`src/hw/rtl/odvm_pkg.sv`:
```
// ----------------------------------------------------------------------------
// Omni drive velocity mixer package
// Widths, register codes, pipeline payload types and small helper functions
// shared by the mixer core and its arithmetic pipelines.
// ----------------------------------------------------------------------------
`default_nettype none

package odvm_pkg;

  localparam int SPEED_W      = 32;
  localparam int ANGLE_W      = 16;
  localparam int REG_W        = 31;
  localparam int CFG_IDX_W    = 3;
  localparam int ROOT_W       = 32;
  localparam int RAD_W        = 64;
  localparam int DIV_Q_W      = 32;
  localparam int DIV_D_W      = 33;
  localparam int DELTA_W      = 33;
  localparam int WIDE_W       = 34;
  localparam int CRD_W        = 34;
  localparam int CRD_Z_W      = 33;
  localparam int CORDIC_STEPS = 24;
  localparam int VEL_W        = 37;
  localparam int HALF_W       = 38;
  localparam int TURN_W       = 49;
  localparam int SUM_W        = 51;

  localparam logic signed [CRD_W-1:0] CORDIC_GAIN = 34'sd652032874;
  localparam logic signed [CRD_W-1:0] CORDIC_ONE  = 34'sd1073741824;
  localparam logic [29:0]             HALF_SQRT2  = 30'd759250125;

  localparam logic [REG_W-1:0] RST_MAX_SPEED = 31'd65536;
  localparam logic [REG_W-1:0] RST_MAX_TURN  = 31'd65536;
  localparam logic [REG_W-1:0] RST_LIN_STEP  = 31'd655;
  localparam logic [REG_W-1:0] RST_TURN_STEP = 31'd655;
  localparam logic [REG_W-1:0] RST_LEVER     = 31'd65536;

  typedef enum logic [CFG_IDX_W-1:0] {
    REG_MAX_SPEED = 3'd0,
    REG_MAX_TURN  = 3'd1,
    REG_LIN_STEP  = 3'd2,
    REG_TURN_STEP = 3'd3,
    REG_LEVER     = 3'd4
  } cfg_reg_t;

  typedef logic signed [SPEED_W-1:0] spd_t;
  typedef logic signed [DELTA_W-1:0] dlt_t;
  typedef logic signed [WIDE_W-1:0]  wide_t;

  typedef struct packed {
    spd_t             tx;
    spd_t             ty;
    spd_t             tw;
    spd_t             mx;
    spd_t             my;
    spd_t             mw;
    logic [ANGLE_W-1:0] hd;
    logic             tflag;
  } side_a_t;

  typedef struct packed {
    side_a_t a;
    logic    sflag;
  } side_b_t;

  typedef struct packed {
    spd_t             mx;
    spd_t             my;
    spd_t             tw;
    spd_t             mw;
    spd_t             tx2;
    spd_t             ty2;
    logic [ANGLE_W-1:0] hd;
    logic             tflag;
    logic             sflag;
    dlt_t             dx;
    dlt_t             dy;
    logic             big;
  } side_d_t;

  typedef struct packed {
    logic             dxs;
    logic             dys;
    logic             lflag;
    spd_t             mx;
    spd_t             my;
    spd_t             tx2;
    spd_t             ty2;
    spd_t             tw;
    spd_t             mw;
    logic [ANGLE_W-1:0] hd;
    logic             tflag;
    logic             sflag;
  } side_e_t;

  typedef struct packed {
    wide_t tx;
    wide_t ty;
    wide_t tw;
    logic  tflag;
    logic  sflag;
  } side_f_t;

  function automatic logic [SPEED_W-1:0] mag32(input spd_t v);
    return v[SPEED_W-1] ? SPEED_W'(-v) : SPEED_W'(v);
  endfunction

  function automatic logic [DELTA_W-1:0] mag33(input dlt_t v);
    return v[DELTA_W-1] ? DELTA_W'(-v) : DELTA_W'(v);
  endfunction

  function automatic logic [SPEED_W-1:0] sat_speed(input logic signed [SUM_W-1:0] v);
    logic [SPEED_W-1:0] r;
    if (v > 51'sd2147483647) begin
      r = 32'h7FFF_FFFF;
    end else if (v < -51'sd2147483648) begin
      r = 32'h8000_0000;
    end else begin
      r = v[SPEED_W-1:0];
    end
    return r;
  endfunction

  function automatic logic [29:0] atan_turn(input int unsigned idx);
    logic [29:0] r;
    case (idx)
      0:  r = 30'd536870912;
      1:  r = 30'd316933406;
      2:  r = 30'd167458907;
      3:  r = 30'd85004756;
      4:  r = 30'd42667331;
      5:  r = 30'd21354465;
      6:  r = 30'd10679838;
      7:  r = 30'd5340245;
      8:  r = 30'd2670163;
      9:  r = 30'd1335087;
      10: r = 30'd667543;
      11: r = 30'd333772;
      12: r = 30'd166886;
      13: r = 30'd83443;
      14: r = 30'd41722;
      15: r = 30'd20861;
      16: r = 30'd10430;
      17: r = 30'd5215;
      18: r = 30'd2608;
      19: r = 30'd1304;
      20: r = 30'd652;
      21: r = 30'd326;
      22: r = 30'd163;
      23: r = 30'd81;
      default: r = '0;
    endcase
    return r;
  endfunction

endpackage

`default_nettype wire

```
`src/hw/rtl/odvm_isqrt.sv`:
```
// ----------------------------------------------------------------------------
// Pipelined integer square root
// Floor square root of a 64-bit radicand, one result bit per stage, with a
// side payload that travels alongside.
// ----------------------------------------------------------------------------
`default_nettype none

module odvm_isqrt #(
  parameter int SIDE_W = 1
) (
  input  logic                          clk,
  input  logic                          rst,
  input  logic                          en,
  input  logic                          in_valid,
  input  logic [odvm_pkg::RAD_W-1:0]    radicand,
  input  logic [SIDE_W-1:0]             in_side,
  output logic                          out_valid,
  output logic [odvm_pkg::ROOT_W-1:0]   root,
  output logic [SIDE_W-1:0]             out_side
);
  import odvm_pkg::*;

  logic [ROOT_W-1:0] vld_q;
  logic [RAD_W-1:0]  rem_q [ROOT_W];
  logic [RAD_W-1:0]  rt_q  [ROOT_W];
  logic [SIDE_W-1:0] side_q [ROOT_W];
  logic [RAD_W-1:0]  rem_in [ROOT_W];
  logic [RAD_W-1:0]  rt_in  [ROOT_W];
  logic [SIDE_W-1:0] side_in [ROOT_W];
  logic [RAD_W-1:0]  trial [ROOT_W];

  always_comb begin
    rem_in[0]  = radicand;
    rt_in[0]   = '0;
    side_in[0] = in_side;
    for (int k = 1; k < ROOT_W; k++) begin
      rem_in[k]  = rem_q[k-1];
      rt_in[k]   = rt_q[k-1];
      side_in[k] = side_q[k-1];
    end
    for (int k = 0; k < ROOT_W; k++) begin
      trial[k] = rt_in[k] + (RAD_W'(1) << (2 * (ROOT_W - 1 - k)));
    end
  end

  always_ff @(posedge clk) begin
    if (rst) begin
      vld_q <= '0;
    end else if (en) begin
      vld_q <= {vld_q[ROOT_W-2:0], in_valid};
    end
  end

  always_ff @(posedge clk) begin
    if (en) begin
      for (int k = 0; k < ROOT_W; k++) begin
        if (rem_in[k] >= trial[k]) begin
          rem_q[k] <= rem_in[k] - trial[k];
          rt_q[k]  <= (rt_in[k] >> 1) + (RAD_W'(1) << (2 * (ROOT_W - 1 - k)));
        end else begin
          rem_q[k] <= rem_in[k];
          rt_q[k]  <= rt_in[k] >> 1;
        end
        side_q[k] <= side_in[k];
      end
    end
  end

  assign out_valid = vld_q[ROOT_W-1];
  assign root      = rt_q[ROOT_W-1][ROOT_W-1:0];
  assign out_side  = side_q[ROOT_W-1];

endmodule

`default_nettype wire

```
`config.mk`:
```
export PLATFORM = sky130hd
export DESIGN_NAME = odvm_isqrt
export DESIGN_NICKNAME = d
export VERILOG_FILES = /design/src/hw/rtl/odvm_pkg.sv /design/src/hw/rtl/odvm_isqrt.sv
export SDC_FILE = /design/constraint.sdc
export NUM_CORES = 2
export LEC_CHECK = 0
export ABC_AREA = 0
export BUFFER_PORTS_ARGS = -buffer_cell sky130_fd_sc_hd__buf_2
export CORE_MARGIN = 4
export CORE_UTILIZATION = 25
export DETAILED_ROUTE_END_ITERATION = 10
export SYNTH_ARGS = -nofsm -noshare
export SYNTH_HDL_FRONTEND = slang
export SYNTH_MEMORY_MAX_BITS = 65536
export SYNTH_SLANG_ARGS = --single-unit
```
`constraint.sdc`:
```
create_clock -name clk -period 7.9 [get_ports clk]
set_input_delay 1.58 -clock clk [delete_from_list [all_inputs] [get_ports clk]]
set_output_delay 1.58 -clock clk [all_outputs]
set_load 0.05 [all_outputs]
```
# [After elaboration in Yosys (flattened, before gate mapping)]
# Memory sizes are Yosys's and may differ from the RTL's.
# Cells that the tools add are included.
[classes] reduce_logical=0 eq_ne=0 mul=0 n_mux=258 n_lt_le_gt_ge=32 n_addsub=94 bitwise_logic=64 div_mod_pow=0 shifts=0
[ops] cell="$mux W64" count=64
[ops] cell="$ge A64 B64 Y1" count=31
[ops] cell="$sub A64 B64 Y64" count=31
[ops] cell="$mux W1" count=194
[ops] cell="$add A63 B1 Y64 const B" count=1
[ops] cell="$add A63 B11 Y64 const B" count=1
[ops] cell="$add A63 B13 Y64 const B" count=1
[ops] cell="$add A63 B15 Y64 const B" count=1
[ops] cell="$add A63 B17 Y64 const B" count=1
[ops] cell="$add A63 B19 Y64 const B" count=1
[ops] cell="$add A63 B21 Y64 const B" count=1
[ops] cell="$add A63 B23 Y64 const B" count=1
[ops] cell="$add A63 B25 Y64 const B" count=1
[ops] cell="$add A63 B27 Y64 const B" count=1
[ops] cell="$add A63 B29 Y64 const B" count=1
[ops] cell="$add A63 B3 Y64 const B" count=1
[ops] cell="$add A63 B31 Y64 const B" count=1
[ops] cell="$add A63 B33 Y64 const B" count=1
[ops] cell="$add A63 B35 Y64 const B" count=1
[ops] cell="$add A63 B37 Y64 const B" count=1
[ops] cell="$add A63 B39 Y64 const B" count=1
[ops] cell="$add A63 B41 Y64 const B" count=1
[ops] cell="$add A63 B43 Y64 const B" count=1
[ops] cell="$add A63 B45 Y64 const B" count=1
[ops] cell="other kinds (45)" count=108
[word_totals] inputBits=69 wordCells=452 latchBits=0 reg_bits=32 mem_bits_rw=4128 rom_bits=0 n_memories=3 out_inout_bits=34
[memory_table] name="rem_q" depth=32 width=64 read_ports=31 rd_clocked_by_memory_dff=0 wr=32 line_no="odvm_isqrt.sv:24" rtl="logic [RAD_W-1:0] rem_q [ROOT_W];"
[memory_table] name="rt_q" depth=32 width=64 read_ports=32 rd_clocked_by_memory_dff=0 wr=32 line_no="odvm_isqrt.sv:25" rtl="logic [RAD_W-1:0] rt_q [ROOT_W];"
[memory_table] name="side_q" depth=32 width=1 read_ports=32 rd_clocked_by_memory_dff=0 wr=32 line_no="odvm_isqrt.sv:26" rtl="logic [SIDE_W-1:0] side_q [ROOT_W];"

# [Depth between registers and ports, before layout]
# An unclocked memory read counts as a cell.
[depth] word_depth=7 ltp_mapped=15 depth_no_buf=12

# [Worst setup path after synthesis]
# No wires, ideal clock.
[synth_path] path_type="input -> register" start="in en" end="mem rem_q[30][0], in the netlist rem_q[1][896], enable pin" n_path_buf=5 arrival_ns=5.228 setup_slack_ns=2.184 cell_stages=5 t_required_ns=7.413 path_cell_list="clkbuf_1 -> clkbuf_1 -> clkbuf_1 -> clkbuf_1 -> clkbuf_1"
[synth_rtl] item="start: declaration" line_no="odvm_isqrt.sv:13" rtl="input logic en,"
[synth_rtl] item="end: declaration" line_no="odvm_isqrt.sv:24"

==> impl_results.md <==
- Total number of vias: between 70000 and 80000
- WP data required: 8.49 ns
- Die Y: 714 µm
- Seq. cell area: ~77000 µm²
- Detailed Place HPWL: approximately 210000 µm
- Layout cells sized above 1: 6.72%
- Die Wd: 714 µm
- CP top delay family: compound AO/OA/AOI/OAI gates
- GP Congestion: 0.926
- Total gr overflow: 0
- Setup TNS: 0 ns
- Tot GR Track Use: 10.3%
- Startpoint Class: flop
- Starting DRT DRC Count: 5018
- Flops & latches, synth: 2576
- Synth unique cells: 94
- Util after Layout: 28.4%
- Critical-path top delay cell: and4b_1
- Top cell by count, worst path: a21oi_1
- Fin Hold WS: 0.376 ns
- Critical path fanouts, max: 47
- Post-CTS Resized: 0
- CTS tree: done
- Worst path max stage delay: roughly 0.92 ns
- Post-route ant nets: 0
- Number of global-route vias before repair: 78600
- Clock sinks: between 2000 and 3000
- Most frequent cells in the layout: edfxtp_1 (2544), nand2_1 (788), inv_1 (700)
- Crit path arrival time: 5.48 ns
- Syn Nets: 10800
- Non-Filler Instances: 17200
- Syn Area/Cell: 12.3 µm²
- CTS hold repair buffers: 0
- Cells after Synth: 10200
- Antenna violations before repair: 0
- Leading cell type in the layout, fill and taps excluded: edfxtp_1
- Die ar.: roughly 500000 µm²
- Row count: 259
- Clock Tree Root: clkbuf_16
- CTS Buf Count: 249
- Port Buffer Count: 102
- Clock transition at path regs: 0.06 ns
- Starting Density: 25.1%
- CTS H-tree lvls: 4
- Worst skew pair latency: 0.99 ns
- Number of diodes: 0
- Clock Path Buffers: 4
- Synth Warn #: 0
- Routed wire length: around 270000 µm
- Worst Path Class, Setup: reg -> reg
- EDFF count, synth: between 2000 and 3000
- Peak VDD IR: 0.210 mV
- Max-cap viol count: 0
- Post-synthesis async set-or-reset flop share: 0%
- Mapped Area: approximately 120000 µm²
- Fin. max-slew vios: 0
- Post-synthesis sequential area ratio: 61.7%
- Multi-input logic area: about 44000 µm²
- Crit-path cells: ha_1 -> nor2b_1 -> o31a_1 -> o31ai_1 -> a21oi_1 -> o311ai_0 -> a21oi_1 -> and4b_1 -> inv_1 -> buf_4 -> mux2_2
- DRC: 0
- Number of post-CTS setup repair buffers: 0
- Buffers and inverters on the worst path: 2
- Pleak: slightly above 50 nW
- Unrepaired setup endpoints after global routing: no
- Hold WC Path Type: reg -> reg
- Via density: around 4.5
- Final setup viols: 0
- Area grow syn2layout: 13.2%
- Pwr/cell area: 269 nW/µm²
- Period utilization: 61.9%
- IO Count: 103
- First-pass GRT wire length: 425000 µm
- Final #Nets: between 10000 and 15000
- Core area: ~500000 µm²
- Worst-Margin Slew: 1.24 ns
- Outcome: finished, final reports clean
- Largest net degree at the start of global routing: 203
- Inst Count DP: 16700
- Worst Clk Skew: 0.130 ns
- WL/cell: 15.8 µm
- Pre-Repair DR Iteration Count: 6
- FMAX: 205 MHz
- Min Tclk post-route: ~4.9 ns
- Critical path capture point type: flop
- Fillers: around 51000
- Hold Vio Cnt, Final: 0
- Slew headroom: 16.9%
- Total power: 37.9 mW
- Ys flop type: edfxtp_1
## area by class of cell
| cell class | instances | area share [%] |
|---|---|---|
| Sequential cell | 2576 | 54.5 |
| Multi-Input combinational cell | 6617 | 31.3 |
| Tap cell | 6655 | 5.89 |
| Clock buffer | 300 | 4.61 |
| Inverter | 702 | 1.87 |
| Clock inverter | 150 | 0.904 |
| Timing Repair Buffer | 186 | 0.898 |
## synthesized netlist by cell type (all sizes together), types with 69 or more instances
cell type,instances,area [µm²]
clkbuf,221,830
a21o,228,1710
o21a,99,743
nor4b,73,652
edfxtp,2544,76400
nand3,184,921
nor2b,77,482
nand2,788,2960
nand2b,111,694
inv,702,2640
xnor2,439,3840
nor3,283,1430
nor4,398,2530
or3,112,711
ha,558,6980
xor2,444,3890
o21ai,548,2740
a21oi,522,2610
nor2,625,2350
or4,69,518
nand4,172,1080
## worst register-to-register path: cells and delay by family, from the launching register on
family,cells,cell delay [ns]
simple gates,2,1.09
mux,1,0.33
flops,1,0.40
compound gates,5,2.05
buf+inv,2,0.41
fa+ha+maj,1,0.38
## cell families after synthesis
group / count (synthesis) / synth area share, %
multiplexers: 97 / 0.829
buffers and inverters: 960 / 2.92
AO/OA/AOI/OAI: 1899 / 9.49
AND/OR/NAND/NOR: 3180 / 13.2
flip-flops: 2576 / 61.7
adder cells (fa/ha/maj): 558 / 5.60
XOR/XNOR: 883 / 6.20
## final timing paths
path,startpoint,to,slack [ns],cells after the start
worst min register to register,rem_q[0][111]$_DFFE_PP_,rem_q[0][175]$_DFFE_PP_,0.38,0
worst max register to register,rem_q[1][712]$_DFFE_PP_,rem_q[1][778]$_DFFE_PP_,3.01,11
worst max-delay path,rem_q[1][712]$_DFFE_PP_,rem_q[1][778]$_DFFE_PP_,3.01,11
worst min-delay path,rem_q[0][111]$_DFFE_PP_,rem_q[0][175]$_DFFE_PP_,0.38,0
## through the flow
step / worst slack (ns) / instance area (µm²)
finish: 3.01 / 141000
global route: 2.86 / 141000
detailed placement: 3.03 / 133000
global placement: 2.01 / 133000
CTS: 3.05 / 141000
floorplan: 2.18 / 125000
## registers in the layout (all words and copies together) (netlist names)
signal  count
rem_q    1984
rt_q      528
side_q     32
vld_q      32
## where the power goes
group	switching [mW]	internal (mW)	leakage, nW
sequential	1.21	17.2	24.7
combinational	4.81	3.20	22.2
clock	5.04	6.46	3.82
total	11.1	26.9	50.7
## per-layer routing
layer	track usage, %	wire (µm)	share of wire [%]	vias to the layer above
met2	20.9	150000	55	1436
met3	1.30	8020	2.9	690
met1	10.0	98300	36	36500
li1	-	-	-	38400
met5	0	0	0	-
met4	5.55	16100	5.9	0
(Power assumes the default switching activity.)
